$ cat src/hw/rtl/aim_pkg.sv
// ----------------------------------------------------------------------------
// aim_pkg
// Shared types and constants of the adaptive interrupt moderation block.
// ----------------------------------------------------------------------------
package aim_pkg;

   localparam int TIME_WIDTH      = 48;
   localparam int CSR_INDEX_WIDTH = 3;
   localparam int CSR_DATA_WIDTH  = 32;

   // Configuration register indexes
   typedef enum logic [CSR_INDEX_WIDTH-1:0] {
      REG_UPDATE_PERIOD  = 3'd0,
      REG_LINK_SLOW      = 3'd1,
      REG_MIN_INTERVAL   = 3'd2,
      REG_MAX_INTERVAL   = 3'd3,
      REG_STEP_INCREMENT = 3'd4
   } csr_index_type;

   localparam logic [6:0] MIN_INTERVAL_RESET   = 7'd10;
   localparam logic [6:0] MAX_INTERVAL_RESET   = 7'd126;
   localparam logic [3:0] STEP_INCREMENT_RESET = 4'd2;

   // Sequencer states
   typedef enum logic [6:0] {
      ST_IDLE      = 7'b0000001,
      ST_DECIDE    = 7'b0000010,
      ST_DIV_AVG   = 7'b0000100,
      ST_CURVE     = 7'b0001000,
      ST_DIV_ROUND = 7'b0010000,
      ST_SCALE     = 7'b0100000,
      ST_FINISH    = 7'b1000000
   } state_type;

   // Shared divider step counts
   localparam logic [5:0] AVG_STEPS   = 6'd32;
   localparam logic [5:0] ROUND_STEPS = 6'd17;
   localparam int         ROUND_PAD   = 15;

   // Packet and byte count thresholds
   localparam logic [31:0] PKT_FEW    = 32'd4;
   localparam logic [31:0] PKT_LOW    = 32'd48;
   localparam logic [31:0] PKT_MID    = 32'd96;
   localparam logic [31:0] PKT_HIGH   = 32'd256;
   localparam logic [31:0] BYTES_FEW  = 32'd9000;

   // Frame size curve
   localparam logic [31:0] AVG_KNEE0 = 32'd60;
   localparam logic [31:0] AVG_KNEE1 = 32'd316;
   localparam logic [31:0] AVG_KNEE2 = 32'd1084;
   localparam logic [31:0] AVG_KNEE3 = 32'd1968;
   localparam logic [15:0] CURVE_FLOOR = 16'd5120;
   localparam logic [15:0] CURVE_TOP   = 16'd32256;
   localparam logic [15:0] CURVE_OFS1  = 16'd2720;
   localparam logic [15:0] CURVE_OFS2  = 16'd11452;
   localparam logic [15:0] CURVE_OFS3  = 16'd22420;
   localparam logic [15:0] SLOPE1      = 16'd40;
   localparam logic [15:0] SLOPE2      = 16'd15;
   localparam logic [15:0] SLOPE3      = 16'd5;
   localparam logic [14:0] SLOW_CAP    = 15'd8064;
   localparam logic [6:0]  INTERVAL_SAT = 7'd127;

endpackage

$ cat src/hw/rtl/aim_if.sv
// ----------------------------------------------------------------------------
// aim_req_if / aim_rsp_if
// Valid/ready channels carrying moderation updates and their results.
// ----------------------------------------------------------------------------
interface aim_req_if;
   logic                          valid;
   logic                          ready;
   logic [aim_pkg::TIME_WIDTH-1:0] now_time;
   logic [31:0]                   packet_count;
   logic [31:0]                   byte_count;

   modport source (output valid, output now_time, output packet_count,
                   output byte_count, input ready);
   modport sink   (input valid, input now_time, input packet_count,
                   input byte_count, output ready);
endinterface

interface aim_rsp_if;
   logic       valid;
   logic       ready;
   logic [8:0] interval_value;
   logic       changed;
   logic       latency_mode;

   modport source (output valid, output interval_value, output changed,
                   output latency_mode, input ready);
   modport sink   (input valid, input interval_value, input changed,
                   input latency_mode, output ready);
endinterface

$ cat src/hw/rtl/adaptive_interrupt_moderation.sv
// ----------------------------------------------------------------------------
// adaptive_interrupt_moderation
// Computes the next interrupt moderation interval from per-update traffic
// counts, using one shared restoring divider under a small sequencer.
// ----------------------------------------------------------------------------
//  channel   dir  handshake     payload
//  req_chan  in   valid/ready   now_time, packet_count, byte_count
//  rsp_chan  out  valid/ready   interval_value, changed, latency_mode
//  csr_*     in   csr_we        csr_index, csr_wdata (write only)
//
//  An item whose interval comes from the frame size curve passes decide, a
//  32-step divide for the average frame size, the curve state, a 17-step
//  rounded divide, scale and finish; with a zero step increment the rounded
//  divide is skipped. Other items go from decide straight to finish. The
//  divider is the only arithmetic loop.
//  req_chan is ready only while idle; a result waiting in the output
//  register does not block the next item until that item finishes.
//  Synchronous active-high reset clears the sequencer, configuration, state and
//  output valid; item, divider and output data registers are not reset.
module adaptive_interrupt_moderation (
   input  logic                                  clock,
   input  logic                                  reset,
   aim_req_if.sink                               req_chan,
   aim_rsp_if.source                             rsp_chan,
   input  logic                                  csr_we,
   input  logic [aim_pkg::CSR_INDEX_WIDTH-1:0]   csr_index,
   input  logic [aim_pkg::CSR_DATA_WIDTH-1:0]    csr_wdata
);

   localparam int TW = aim_pkg::TIME_WIDTH;

   aim_pkg::state_type state_ff, state_in;

   // configuration
   logic [31:0] update_period_ff, update_period_in;
   logic        link_slow_ff, link_slow_in;
   logic [6:0]  min_interval_ff, min_interval_in;
   logic [6:0]  max_interval_ff, max_interval_in;
   logic [3:0]  step_increment_ff, step_increment_in;

   // architectural state
   logic [8:0]    current_interval_ff, current_interval_in;
   logic [7:0]    last_setting_ff, last_setting_in;
   logic [TW-1:0] deadline_ff, deadline_in;

   // item registers
   logic [TW-1:0] now_ff, now_in;
   logic [31:0]   packets_ff, packets_in;
   logic [31:0]   bytes_ff, bytes_in;
   logic          lat_ff, lat_in;
   logic [7:0]    setting_ff, setting_in;

   // shared divider
   logic [31:0] quo_ff, quo_in;
   logic [31:0] rem_ff, rem_in;
   logic [31:0] dvs_ff, dvs_in;
   logic [5:0]  cnt_ff, cnt_in;

   // output register
   logic       rsp_valid_ff, rsp_valid_in;
   logic [8:0] rsp_interval_ff, rsp_interval_in;
   logic       rsp_changed_ff, rsp_changed_in;
   logic       rsp_latency_ff, rsp_latency_in;

   // combinational helpers
   logic [32:0] div_shift;
   logic [33:0] div_diff;
   logic        div_fits;
   logic [7:0]  up_sum;
   logic [6:0]  up_val;
   logic [5:0]  half_val;
   logic [15:0] avg_low;
   logic [15:0] curve_base;
   logic [14:0] curve_val;
   logic [11:0] round_dvs;
   logic [16:0] round_dividend;
   logic [20:0] scale_prod;
   logic [6:0]  scale_val;
   logic [8:0]  new_interval;
   logic        rsp_free;

   assign req_chan.ready          = (state_ff == aim_pkg::ST_IDLE);
   assign rsp_chan.valid          = rsp_valid_ff;
   assign rsp_chan.interval_value = rsp_interval_ff;
   assign rsp_chan.changed        = rsp_changed_ff;
   assign rsp_chan.latency_mode   = rsp_latency_ff;

   assign rsp_free = !rsp_valid_ff || rsp_chan.ready;

   // restoring divider step: one quotient bit per cycle
   assign div_shift = {rem_ff, quo_ff[31]};
   assign div_diff  = {1'b0, div_shift} - {2'b00, dvs_ff};
   assign div_fits  = !div_diff[33];

   // step up, capped by max_interval
   assign up_sum = {1'b0, current_interval_ff[8:2]} + {4'b0000, step_increment_ff};
   assign up_val = (up_sum > {1'b0, max_interval_ff}) ? max_interval_ff : up_sum[6:0];
   assign half_val = current_interval_ff[8:3];

   // piecewise linear curve over the average frame size in quo_ff
   assign avg_low = {5'b00000, quo_ff[10:0]};

   always_comb begin
      logic [14:0] c;
      priority if (quo_ff <= aim_pkg::AVG_KNEE0) begin
         curve_base = aim_pkg::CURVE_FLOOR;
      end else if (quo_ff <= aim_pkg::AVG_KNEE1) begin
         curve_base = avg_low * aim_pkg::SLOPE1 + aim_pkg::CURVE_OFS1;
      end else if (quo_ff <= aim_pkg::AVG_KNEE2) begin
         curve_base = avg_low * aim_pkg::SLOPE2 + aim_pkg::CURVE_OFS2;
      end else if (quo_ff < aim_pkg::AVG_KNEE3) begin
         curve_base = avg_low * aim_pkg::SLOPE3 + aim_pkg::CURVE_OFS3;
      end else begin
         curve_base = aim_pkg::CURVE_TOP;
      end
      c = lat_ff ? {1'b0, curve_base[14:1]} : curve_base[14:0];
      if (link_slow_ff && c > aim_pkg::SLOW_CAP) begin
         c = aim_pkg::SLOW_CAP;
      end
      curve_val = c;
   end

   assign round_dvs = link_slow_ff ? {2'b00, step_increment_ff, 6'b000000}
                                   : {step_increment_ff, 8'b00000000};
   // ceiling divide: add divisor minus one
   assign round_dividend = {2'b00, curve_val} + {5'b00000, round_dvs} - 17'd1;

   assign scale_prod = quo_ff[16:0] * step_increment_ff;
   assign scale_val  = (scale_prod > {14'd0, aim_pkg::INTERVAL_SAT})
                       ? aim_pkg::INTERVAL_SAT : scale_prod[6:0];

   assign new_interval = {setting_ff[6:0], 2'b00};

   // configuration writes
   always_comb begin
      update_period_in  = update_period_ff;
      link_slow_in      = link_slow_ff;
      min_interval_in   = min_interval_ff;
      max_interval_in   = max_interval_ff;
      step_increment_in = step_increment_ff;
      if (csr_we) begin
         case (csr_index)
            aim_pkg::REG_UPDATE_PERIOD:  update_period_in  = csr_wdata;
            aim_pkg::REG_LINK_SLOW:      link_slow_in      = csr_wdata[0];
            aim_pkg::REG_MIN_INTERVAL:   min_interval_in   = csr_wdata[6:0];
            aim_pkg::REG_MAX_INTERVAL:   max_interval_in   = csr_wdata[6:0];
            aim_pkg::REG_STEP_INCREMENT: step_increment_in = csr_wdata[3:0];
            default: ;
         endcase
      end
   end

   // sequencer
   always_comb begin
      state_in            = state_ff;
      current_interval_in = current_interval_ff;
      last_setting_in     = last_setting_ff;
      deadline_in         = deadline_ff;
      now_in              = now_ff;
      packets_in          = packets_ff;
      bytes_in            = bytes_ff;
      lat_in              = lat_ff;
      setting_in          = setting_ff;
      quo_in              = quo_ff;
      rem_in              = rem_ff;
      dvs_in              = dvs_ff;
      cnt_in              = cnt_ff;
      rsp_valid_in        = rsp_valid_ff && !rsp_chan.ready;
      rsp_interval_in     = rsp_interval_ff;
      rsp_changed_in      = rsp_changed_ff;
      rsp_latency_in      = rsp_latency_ff;

      unique case (state_ff)
         aim_pkg::ST_IDLE: begin
            if (req_chan.valid) begin
               now_in     = req_chan.now_time;
               packets_in = req_chan.packet_count;
               bytes_in   = req_chan.byte_count;
               state_in   = aim_pkg::ST_DECIDE;
            end
         end
         aim_pkg::ST_DECIDE: begin
            deadline_in = now_ff + TW'(update_period_ff);
            state_in    = aim_pkg::ST_FINISH;
            // curve paths load the divider with bytes / packets
            quo_in = bytes_ff;
            rem_in = '0;
            dvs_in = packets_ff;
            cnt_in = aim_pkg::AVG_STEPS;
            priority if (now_ff > deadline_ff) begin
               setting_in = {1'b1, min_interval_ff};
            end else if (packets_ff == '0) begin
               setting_in = {last_setting_ff[7], up_val};
            end else if (packets_ff < aim_pkg::PKT_FEW && bytes_ff < aim_pkg::BYTES_FEW) begin
               lat_in   = 1'b1;
               state_in = aim_pkg::ST_DIV_AVG;
            end else if (packets_ff < aim_pkg::PKT_LOW) begin
               setting_in = {1'b0, up_val};
            end else if (packets_ff < aim_pkg::PKT_MID) begin
               setting_in = {1'b0, current_interval_ff[8:2]};
            end else if (packets_ff < aim_pkg::PKT_HIGH) begin
               setting_in = ({1'b0, half_val} < min_interval_ff)
                            ? {1'b0, min_interval_ff} : {2'b00, half_val};
            end else begin
               lat_in   = 1'b0;
               state_in = aim_pkg::ST_DIV_AVG;
            end
         end
         aim_pkg::ST_DIV_AVG, aim_pkg::ST_DIV_ROUND: begin
            quo_in = {quo_ff[30:0], div_fits};
            rem_in = div_fits ? div_diff[31:0] : div_shift[31:0];
            cnt_in = cnt_ff - 6'd1;
            if (cnt_ff == 6'd1) begin
               state_in = (state_ff == aim_pkg::ST_DIV_AVG) ? aim_pkg::ST_CURVE
                                                            : aim_pkg::ST_SCALE;
            end
         end
         aim_pkg::ST_CURVE: begin
            if (step_increment_ff == 4'd0) begin
               setting_in = {lat_ff, 7'd0};
               state_in   = aim_pkg::ST_FINISH;
            end else begin
               // dividend sits in the top bits so only its width is iterated
               quo_in   = {round_dividend, {aim_pkg::ROUND_PAD{1'b0}}};
               rem_in   = '0;
               dvs_in   = {20'd0, round_dvs};
               cnt_in   = aim_pkg::ROUND_STEPS;
               state_in = aim_pkg::ST_DIV_ROUND;
            end
         end
         aim_pkg::ST_SCALE: begin
            setting_in = {lat_ff, scale_val};
            state_in   = aim_pkg::ST_FINISH;
         end
         aim_pkg::ST_FINISH: begin
            if (rsp_free) begin
               rsp_valid_in        = 1'b1;
               rsp_interval_in     = new_interval;
               rsp_changed_in      = (new_interval != current_interval_ff);
               rsp_latency_in      = setting_ff[7];
               current_interval_in = new_interval;
               last_setting_in     = setting_ff;
               state_in            = aim_pkg::ST_IDLE;
            end
         end
         default: begin
            state_in = aim_pkg::ST_IDLE;
         end
      endcase
   end

   always_ff @(posedge clock) begin
      if (reset) begin
         state_ff            <= aim_pkg::ST_IDLE;
         update_period_ff    <= '0;
         link_slow_ff        <= 1'b0;
         min_interval_ff     <= aim_pkg::MIN_INTERVAL_RESET;
         max_interval_ff     <= aim_pkg::MAX_INTERVAL_RESET;
         step_increment_ff   <= aim_pkg::STEP_INCREMENT_RESET;
         current_interval_ff <= '0;
         last_setting_ff     <= '0;
         deadline_ff         <= '0;
         rsp_valid_ff        <= 1'b0;
      end else begin
         state_ff            <= state_in;
         update_period_ff    <= update_period_in;
         link_slow_ff        <= link_slow_in;
         min_interval_ff     <= min_interval_in;
         max_interval_ff     <= max_interval_in;
         step_increment_ff   <= step_increment_in;
         current_interval_ff <= current_interval_in;
         last_setting_ff     <= last_setting_in;
         deadline_ff         <= deadline_in;
         rsp_valid_ff        <= rsp_valid_in;
      end
   end

   always_ff @(posedge clock) begin
      now_ff          <= now_in;
      packets_ff      <= packets_in;
      bytes_ff        <= bytes_in;
      lat_ff          <= lat_in;
      setting_ff      <= setting_in;
      quo_ff          <= quo_in;
      rem_ff          <= rem_in;
      dvs_ff          <= dvs_in;
      cnt_ff          <= cnt_in;
      rsp_interval_ff <= rsp_interval_in;
      rsp_changed_ff  <= rsp_changed_in;
      rsp_latency_ff  <= rsp_latency_in;
   end

endmodule

$ cat src/flat_wrapper.sv
// flat-port wrapper written by rule: the top's interface ports become plain ports
module adaptive_interrupt_moderation_flat 
  (clock, reset, csr_we, csr_index, csr_wdata, req_chan_valid, req_chan_now_time, req_chan_packet_count, req_chan_byte_count, req_chan_ready, rsp_chan_valid, rsp_chan_interval_value, rsp_chan_changed, rsp_chan_latency_mode, rsp_chan_ready);
  aim_req_if req_chan_i ();
  aim_rsp_if rsp_chan_i ();
  input  logic clock;
  input  logic reset;
  input  logic csr_we;
  input  logic [aim_pkg::CSR_INDEX_WIDTH-1:0] csr_index;
  input  logic [aim_pkg::CSR_DATA_WIDTH-1:0] csr_wdata;
  input wire logic [$bits(req_chan_i.valid)-1:0] req_chan_valid;
  input wire logic [$bits(req_chan_i.now_time)-1:0] req_chan_now_time;
  input wire logic [$bits(req_chan_i.packet_count)-1:0] req_chan_packet_count;
  input wire logic [$bits(req_chan_i.byte_count)-1:0] req_chan_byte_count;
  output wire logic [$bits(req_chan_i.ready)-1:0] req_chan_ready;
  output wire logic [$bits(rsp_chan_i.valid)-1:0] rsp_chan_valid;
  output wire logic [$bits(rsp_chan_i.interval_value)-1:0] rsp_chan_interval_value;
  output wire logic [$bits(rsp_chan_i.changed)-1:0] rsp_chan_changed;
  output wire logic [$bits(rsp_chan_i.latency_mode)-1:0] rsp_chan_latency_mode;
  input wire logic [$bits(rsp_chan_i.ready)-1:0] rsp_chan_ready;
  assign req_chan_i.valid = req_chan_valid;
  assign req_chan_i.now_time = req_chan_now_time;
  assign req_chan_i.packet_count = req_chan_packet_count;
  assign req_chan_i.byte_count = req_chan_byte_count;
  assign req_chan_ready = req_chan_i.ready;
  assign rsp_chan_valid = rsp_chan_i.valid;
  assign rsp_chan_interval_value = rsp_chan_i.interval_value;
  assign rsp_chan_changed = rsp_chan_i.changed;
  assign rsp_chan_latency_mode = rsp_chan_i.latency_mode;
  assign rsp_chan_i.ready = rsp_chan_ready;
  adaptive_interrupt_moderation u_core (.clock(clock), .reset(reset), .req_chan(req_chan_i), .rsp_chan(rsp_chan_i), .csr_we(csr_we), .csr_index(csr_index), .csr_wdata(csr_wdata));
endmodule
$ cat config.mk
export PLATFORM = sky130hd
export DESIGN_NAME = adaptive_interrupt_moderation_flat
export DESIGN_NICKNAME = d
export VERILOG_FILES = /design/src/hw/rtl/aim_pkg.sv /design/src/hw/rtl/aim_if.sv /design/src/hw/rtl/adaptive_interrupt_moderation.sv /design/src/flat_wrapper.sv
export SDC_FILE = /design/constraint.sdc
export NUM_CORES = 1
export LEC_CHECK = 0
export ABC_AREA = 0
export BUFFER_PORTS_ARGS = -buffer_cell sky130_fd_sc_hd__buf_2
export CAP_MARGIN = 30
export CORE_ASPECT_RATIO = 0.6
export CORE_MARGIN = 2
export CORE_UTILIZATION = 60
export CTS_CLUSTER_SIZE = 30
export DETAILED_ROUTE_END_ITERATION = 6
export PLACE_DENSITY_LB_ADDON = 0.1
export SLEW_MARGIN = 20
export SYNTH_ARGS = -nofsm -noshare
export SYNTH_HDL_FRONTEND = slang
export SYNTH_SLANG_ARGS = --single-unit
$ cat constraint.sdc
create_clock -name clock -period 9.6 [get_ports clock]
set_input_delay 0.48 -clock clock [delete_from_list [all_inputs] [get_ports clock]]
set_output_delay 0.48 -clock clock [all_outputs]
set_load 0.02 [all_outputs]
Word level (Yosys, flattened, before mapping)
Cells that the tools add are included.
Word-level totals
  input port bits: 152
  flip-flop bits (word level): 354
  word-level logic and storage cells: 144
  output and inout bits: 13
Operators by class
  equality and inequality tests: 23
  order comparisons: 14
  add/sub/neg operators: 9
  mux-type cells: 44
  multiply operators: 4
  reductions and logical operators: 26
  bitwise gates (word level): 2
Operators with widths (number)
  $pmux W32 S3: 2
  $mux W32: 4
  $mux W7: 13
  $mux W15: 6
  $pmux W32 S2: 1
  $mux W8: 7
  $add A48 B32 Y48: 1
  $gt A48 B48 Y1: 1
  $pmux W7 S6: 1
  $sub A33 B32 Y34: 1
  $le A32 B11 Y1 const B: 1
  $le A32 B6 Y1 const B: 1
  $le A32 B9 Y1 const B: 1
  $logic_not A32 Y1: 1
  $lt A32 B11 Y1 const B: 1
  $lt A32 B14 Y1 const B: 1
  $lt A32 B3 Y1 const B: 1
  $lt A32 B6 Y1 const B: 1
  $lt A32 B7 Y1 const B: 1
  $lt A32 B9 Y1 const B: 1
  $pmux W8 S3: 1
  $gt A21 B7 Y1 const B: 1
  $mul A17 B4 Y21: 1
  $pmux W6 S3: 1
  other kinds (45): 71

Logic depth before layout (Yosys ltp)
Gate-level depths: netlist of the first run.
  word-level depth: 14
  depth in mapped cells: 36
  gate-level depth less buffers: 33

Worst setup path before layout of the first run
OpenSTA, ideal clock, no wires.
  path kind: register to register
  start point: register u_core.quo_ff[1]
  end point: register u_core.quo_ff[30] (data pin)
  required time: 9.335 ns
  clock period less this slack: 7.911 ns
  setup time: 0.265 ns
  path buffers: 3
  slack: 1.689 ns
  cell stages (with the launch flop): 35
  arrival time: 7.646 ns
  path through: edfxtp_1 > clkbuf_1 > inv_1 > ha_1 > inv_1 > fa_1 > inv_1 > fa_1 > inv_1 > fa_1 > a211oi_1 > o21ba_2 > nor3_1 > o311ai_0 > o22ai_1 > a2111o_1 > o2111ai_1 > nand4b_1 > o21a_1 > buf_6 > buf_4 > nor2b_1 > ha_1 > inv_1 > fa_1 > nand2b_1 > or2_2 > or2_2 > or2_2 > or2_2 > nor2_1 > mux2i_1 > a2111oi_1 > xor2_1 > o21ai_1
Between the ends
  cells in the longest elaborated chain, start to end: 14
  elaborated cells between the ends (all ways): 22
  those cells by class: add/sub (5); mul (3); order compare (5); mux (8); reduce/logical (1)
RTL lines
  from (decl): RTL line adaptive_interrupt_moderation.sv:54  | logic [31:0] quo_ff, quo_in;
  from (signal assigned): RTL line adaptive_interrupt_moderation.sv:284  | quo_ff <= quo_in;
  $mul A11 B3 Y14: RTL line adaptive_interrupt_moderation.sv:112  | curve_base = avg_low * aim_pkg::SLOPE3 + aim_pkg::CURVE_OFS3;
  $add A15 B15 Y15: RTL line adaptive_interrupt_moderation.sv:112
  $mux W15: RTL line adaptive_interrupt_moderation.sv:111  | end else if (quo_ff < aim_pkg::AVG_KNEE3) begin
  $mux W15: RTL line adaptive_interrupt_moderation.sv:109  | end else if (quo_ff <= aim_pkg::AVG_KNEE2) begin
  $mux W15: RTL line adaptive_interrupt_moderation.sv:107  | end else if (quo_ff <= aim_pkg::AVG_KNEE1) begin
  $mux W15 *: RTL line adaptive_interrupt_moderation.sv:105  | priority if (quo_ff <= aim_pkg::AVG_KNEE0) begin
  $mux W15 *: RTL line adaptive_interrupt_moderation.sv:116  | c = lat_ff ? {1'b0, curve_base[14:1]} : curve_base[14:0];
  $gt A15 B13 Y1: RTL line adaptive_interrupt_moderation.sv:117  | if (link_slow_ff && c > aim_pkg::SLOW_CAP) begin
  $logic_and A1 B1 Y1: RTL line adaptive_interrupt_moderation.sv:117
  $mux W15 *: RTL line adaptive_interrupt_moderation.sv:117
  $add A15 B12 Y16 *: RTL line adaptive_interrupt_moderation.sv:126  | assign round_dividend = {2'b00, curve_val} + {5'b00000, round_dvs} - 17'd1;
  $sub A17 B1 Y17 *: RTL line adaptive_interrupt_moderation.sv:126
  $mux W32 *: RTL line adaptive_interrupt_moderation.sv:219  | if (step_increment_ff == 4'd0) begin
  $pmux W32 S3 *: RTL line adaptive_interrupt_moderation.sv:173  | unique case (state_ff)
  net u_core.quo_in[30]: RTL line adaptive_interrupt_moderation.sv:54
Mark *: on every way through the listed nets, which the timed path passes. The rest lies on a longest branch. The select of a mux whose other input is x is not followed.
A chain may end at the register's enable or synchronous reset.

Final worst setup path of the first run
Ends and elaborated chain as after synthesis.

==> summary.md, run 1 <==
| Metric | Value |
|---|---|
| Status | complete, no violations |
| Drt total wl | 66.2 mm |
| Tightest Pin Transition | 1030 ps |
| Worst-path cell with the longest stage delay | edfxtp_1 |
| Cell count after synthesis | 2547 |
| First-pass GRT wire length | 102 mm |
| Pwr Density | 140 nW/um2 |
| Nets@finish | 3101 |
| Routed via count divided by cell count | 6.16 |
| Synth top cells by count | nand2_1, edfxtp_1, ha_1 |
| Worst path max stage delay | 610 ps |
| Fmax | 0.116 GHz |
| Final period util | 89.4% |
| Area leader, netlist | edfxtp_1 |
| Row cnt | 56 |
| CP Class | flop to flop |
| Reg2Reg Setup Slack | 1020 ps |
| CTS resizes | 0 |
| DR pass1 iterations | 6 |
| Wire per inst | 20.5 um |
| WHS | 110 ps |
| Combinational family with the most area after synthesis | compound AO/OA/AOI/OAI gates |
| IO Count | 165 |
| Crit end category | flop |
| Max-cap violations | 0 |
| Post-synthesis cell area | 24000 um2 |
| Max-slew headroom | 31.0% |
| Cts hold-fix bufs | 0 |
| Final setup viols | 0 |
| Worst-path fanout max | 12 |
| Total gr overflow | 0 |
| Sequential share of the synthesized area | 38.6% |
| Fin Setup TNS | 0 ps |
| Setup crit start kind | flop |
| Ys Warns | 0 |
| DRT antenna net count | 0 |
| Portion of netlist area occupied by mux cells | 2.22% |
| Clock sinks | 347 |
| Main area contributors after synthesis | edfxtp_1, ha_1, dfxtp_1 |
| Layout Skew | 27.4 ps |
| Port bufs | 162 |
| Via count | 19900 |
| Post-synthesis register bit count | 347 |
| Post-CTS setup buffer count | 0 |
| Ys async rst share | 0% |
| Most numerous cell in the Yosys netlist | nand2_1 |
| Share of layout cells above drive strength 1 | 11.3% |
| Number of global-route vias before repair | 18600 |
| Buffer depth of the longest clock path | 3 |
| DR iter-0 viols | 2179 |
| Die X | 262 um |
| Synth top area share | 29.0% |
| Drt drc | 0 |
| Final number of hold-violating endpoints | 0 |
| CP most frequent cell | inv_1 |
| Worst skew pair latency | 540 ps |
| Synth Area in Compound Gates | 17.3% |
| Synth unique cells | 103 |
| Crit path time final | 8580 ps |
| Num CTS Buffers | 35 |
| CTS tree | done |
| CORE AREA | 39200 um2 |
| Area Growth Syn to Fin | 10.2% |
| Worst vdd ir | 0.129 mV |
| Post-synth top flop | edfxtp_1 |
| Avg Cell Area, Syn | 9.42 um2 |
| Full die area | 41700 um2 |
| Starting density of the core | 61.2% |
| Fin. max-slew vios | 0 |
| Die height | 159 um |
| H-tree Lvls | 2 |
| CP Data Required Time | 9880 ps |
| Simple-Gate Fraction of Synth Area | 16.6% |
| Clk slew on worst S/H paths | 80 ps |
| Hold Path Class | input pin to flop |
| RSZ-0062 raised after global routing | false |
| Post-Synth Adder-Cell Area | 15.7% |
| Worst endpoint data arrival time | 8860 ps |
| Clock Tree Root | clkbuf_16 |
| Lkg Pwr | 11.0 nW |
| DP HPWL | 50.4 mm |
| GPL Wtd Cong | 0.976 |
| EDFF count, synth | 232 |
| Overall Global Routing Usage | 30.8% |
| Largest net degree at the start of global routing | 66 |
| Initial antenna violation count | 8 |
| Synth Area in XOR/XNOR | 4.44% |
## worst max-delay path, delay by kind of cell, from the launching register on
family | cells | cell delay (ps)
multiplexers | 1 | 110
buffers and inverters | 5 | 450
AND/OR/NAND/NOR | 9 | 1800
adder cells (fa/ha/maj) | 6 | 2590
AO/OA/AOI/OAI | 9 | 2590
flip-flops | 1 | 610
XOR/XNOR | 1 | 180
## per-layer routing
layer  up-vias  global-route usage [%]  share of wire, %
li1       9408                       -                 -
met1      9536                    49.3                49
met2       887                    41.8                39
met3        72                    6.99                10
met4         0                    7.02               1.8
met5         -                       0                 0
## kinds of logic (layout without fill, tap and decap cells)
group | count (synthesis) | count (layout)
and+or+nand+nor | 831 | 831
AOI/OAI and AO/OA | 626 | 626
DFF | 347 | 347
buffers and inverters | 304 | 461
adders and majority gates | 270 | 270
xor gates and xnor gates | 116 | 116
muxes | 52 | 52
other | 1 | 8
## through the flow
step | utilization, % | setup WS (ps) | cells | cell area [um2] | power (mW)
final | 67.4 | 1020 | 3233 | 26500 | 3.71
after global routing | 67.4 | 450 | 3233 | 26500 | 3.84
after CTS | 67.3 | 1130 | 3223 | 26400 | 3.71
after detailed placement | 64.5 | 1190 | 3160 | 25300 | 2.36
after global placement | 64.3 | 1270 | 3156 | 25200 | 2.34
after floorplan | - | 1690 | 2548 | 24000 | 2.16
## report_power, final
part | internal [mW] | switching [mW] | total [mW] | leakage, nW
logic | 0.246 | 0.371 | 0.617 | 7.38
clock network | 0.734 | 0.621 | 1.36 | 0.535
registers | 1.68 | 0.0557 | 1.73 | 3.08
total | 2.66 | 1.05 | 3.71 | 11.0
## flip-flops by register name, indices dropped and copies added, names as in the netlist, 8 cells and up
| signal | cells |
|---|---|
| u_core.deadline_ff | 48 |
| u_core.update_period_ff | 32 |
| u_core.now_ff | 48 |
| u_core.last_setting_ff | 8 |
| u_core.rem_ff | 32 |
| u_core.quo_ff | 32 |
| u_core.dvs_ff | 32 |
| u_core.setting_ff | 8 |
| u_core.bytes_ff | 32 |
| u_core.packets_ff | 32 |
## path summary, 6_finish.rpt
check | to | from | cells past startpoint
setup / recovery | u_core.quo_ff[30] | u_core.quo_ff[1] | 31
hold / removal | u_core.bytes_ff[15] | req_chan_byte_count[15] | 1
setup reg to reg | u_core.quo_ff[30] | u_core.quo_ff[1] | 31
hold reg to reg | u_core.deadline_ff[21] | u_core.deadline_ff[21] | 2
## cell usage in the layout (no fill, tap or decap), types with 13 or more instances in the layout
cell	instances
xnor2_1	72
mux2i_1	43
nand3_1	56
ha_1	218
buf_2	164
o211ai_1	19
nand4_1	21
a22oi_1	17
and3_1	20
xor2_1	40
edfxtp_1	232
nor4_1	27
buf_4	22
a211oi_1	38
nor2b_1	26
nand2b_1	20
o21ai_0	101
a31oi_1	13
nor3b_1	13
a21o_1	72
dfxtp_1	115
clkbuf_16	35
nor3_1	49
nand2_1	278
and2_1	59
fa_1	52
o21a_1	23
or3_1	18
a21oi_1	200
nor2_1	186
or2_2	19
inv_1	207
## final cells by class
cell class	instances	area, um2
inverter	208	781
multi-input combinational	1897	13600
timing repair buffer	190	1070
antenna	6	15.0
tap	522	653
clock buffer	43	936
fill	3174	12800
clock inverter	20	166
sequential	347	9270
(Power assumes the default switching activity.)
==> run 2: changes to the inputs <==
Settings changed: CAP_MARGIN 30 to 20, CORE_ASPECT_RATIO 0.6 to unset, RECOVER_POWER set to 100.
==> summary.md, run 2 (synthesis gave the netlist of run 1 again) <==
| Metric | Value |
|---|---|
| Leading cell type in the layout, fill and taps excluded | nand2_1 |
| Number of global-route vias before repair | 19000 |
| Wire per inst | 18.8 um |
| Layout Skew | 16.8 ps |
| Routed via count divided by cell count | 5.97 |
| Die height | 204 um |
| Fin Setup TNS | 0 ps |
| Worst path max stage delay | 620 ps |
| Worst-path fanout max | 17 |
| DR iter-0 viols | 1519 |
| Clock sinks | 347 |
| Largest regs | u_core.deadline_ff: 48 flops, u_core.now_ff: 48 flops |
| Status | finished, violations left |
| DR pass1 iterations | 6 |
| Lkg Pwr | 10.9 nW |
| Fillers | 3234 |
| Nets@finish | 3094 |
| CP most frequent cell | inv_1 |
| Drt total wl | 60.9 mm |
| Worst endpoint data arrival time | 9000 ps |
| CP Class | flop to flop |
| Worst vdd ir | 0.138 mV |
| Max-cap violations | 10 |
| RSZ-0062 raised after global routing | false |
| Critical Path Source | u_core.quo_ff[1] |
| Final setup viols | 0 |
| Commonest cells after routing, fill and taps aside | nand2_1, edfxtp_1, ha_1 |
| Overall Global Routing Usage | 29.4% |
| Final period util | 91.6% |
| Share of layout cells above drive strength 1 | 9.32% |
| Total gr overflow | 0 |
| Row cnt | 73 |
| Worst skew pair latency | 570 ps |
| Drt drc | 0 |
| Area Growth Syn to Fin | 10.4% |
| Reg2Reg Setup Slack | 800 ps |
| Crit end category | flop |
| Crit path time final | 8800 ps |
| Initial antenna violation count | 4 |
| Clk slew on worst S/H paths | 60 ps |
| GPL Wtd Cong | 0.957 |
| Fmax | 0.114 GHz |
| Starting density of the core | 60.5% |
| Fin. max-slew vios | 511 |
| IO Count | 165 |
| CP Data Required Time | 9800 ps |
| First-pass GRT wire length | 97.5 mm |
| R2R Path Start | u_core.quo_ff[1] |
| Max-slew headroom | -183% |
| CORE AREA | 39600 um2 |
| Pwr Density | 148 nW/um2 |
| R2R depth | 32 |
| Area of the multi-input gates | 13500 um2 |
| Port bufs | 162 |
| Reg2reg end | u_core.quo_ff[30] |
| Die X | 204 um |
| Worst-path cell with the longest stage delay | edfxtp_1 |
| Cts hold-fix bufs | 0 |
| Via count | 19300 |
| DP HPWL | 45.1 mm |
| Post-CTS setup buffer count | 0 |
| Setup crit end | u_core.quo_ff[30] |
| Final number of hold-violating endpoints | 0 |
| Tightest Pin Transition | 4250 ps |
| Failing checks | max-capacitance violations, max-slew violations |
| Seq. cell area | 9270 um2 |
| Pwr Total | 3.91 mW |
| Buffer depth of the longest clock path | 3 |
| Setup crit start kind | flop |
| Hold Path Class | input pin to flop |
| Full die area | 41600 um2 |
| CTS resizes | 0 |
| Largest net degree at the start of global routing | 71 |
| CTS tree | done |
| H-tree Lvls | 2 |
| Num CTS Buffers | 39 |
| DRT antenna net count | 0 |
| Clock Tree Root | clkbuf_16 |
==> run 2: changes by cell type in the layout (fill, tap and decap cells not counted), sizes merged <==
cell	before	now
buf	189	139
bufinv	1	7
clkbuf	43	92
clkinvlp	3	0
diode	6	2
dlymetal6s2s	1	0
inv	211	208
==> run 2: worst min-delay path by stage <==
stage,start,end,cells after the start
finish,req_chan_byte_count[21],u_core.bytes_ff[21],1
global route,req_chan_byte_count[18],u_core.bytes_ff[18],1
CTS,req_chan_byte_count[17],u_core.bytes_ff[17],1
detailed placement,u_core.deadline_ff[9],u_core.deadline_ff[9],2
global placement,u_core.deadline_ff[11],u_core.deadline_ff[11],2
floorplan,u_core.setting_ff[7],u_core.rsp_chan.latency_mode,0
==> run 2: layer usage <==
metal  GRT usage, %  vias up  part of all wire (%)
met5              0        -                 0.046
met4           10.8        4                   3.1
met3           5.25      110                   6.3
met2           47.6      599                    46
met1           39.5     9176                    44
li1               -     9386                     -
==> run 2: per-stage QoR <==
| stage | setup WS, ps | cell area, um2 | hold WS [ps] | cells | utilization [%] |
|---|---|---|---|---|---|
| 2_1_floorplan | 1690 | 24000 | 426 | 2548 | - |
| 6_report | 803 | 26500 | 83.4 | 3230 | 66.8 |
| 3_5_place_dp | 1000 | 25200 | 444 | 3156 | 63.6 |
| 3_3_place_gp | 1300 | 25200 | 439 | 3156 | 63.6 |
| 4_1_cts | 1010 | 26600 | 57.8 | 3228 | 67.0 |
| 5_1_grt | 283 | 26500 | 69.5 | 3229 | 66.8 |
==> run 2: worst max-delay path, delay by kind of cell (launching register included) <==
family | cells | cell delay [ps]
AOI/OAI and AO/OA | 9 | 2540
buffers and inverters | 6 | 650
adders and majority gates | 6 | 2410
muxes | 1 | 120
xor gates and xnor gates | 2 | 380
and+or+nand+nor | 8 | 1680
DFF | 1 | 620
==> run 2: report_power, final <==
group          switching, mW  internal (mW)  leakage (nW)  total [mW]
sequential            0.0546           1.69          3.08        1.74
combinational          0.338          0.235          7.18       0.572
clock                  0.617          0.978         0.665        1.59
total                   1.01           2.90          10.9        3.91
==> run 2: final cells by class <==
cell class | instances | share of cell area [%]
Clock buffer | 52 | 4.06
Sequential cell | 347 | 35.0
Tap cell | 525 | 2.48
Timing Repair Buffer | 179 | 3.26
Clock inverter | 20 | 1.08
Multi-Input combinational cell | 1897 | 51.2
Antenna cell | 2 | 0.0189
Inverter | 208 | 2.95
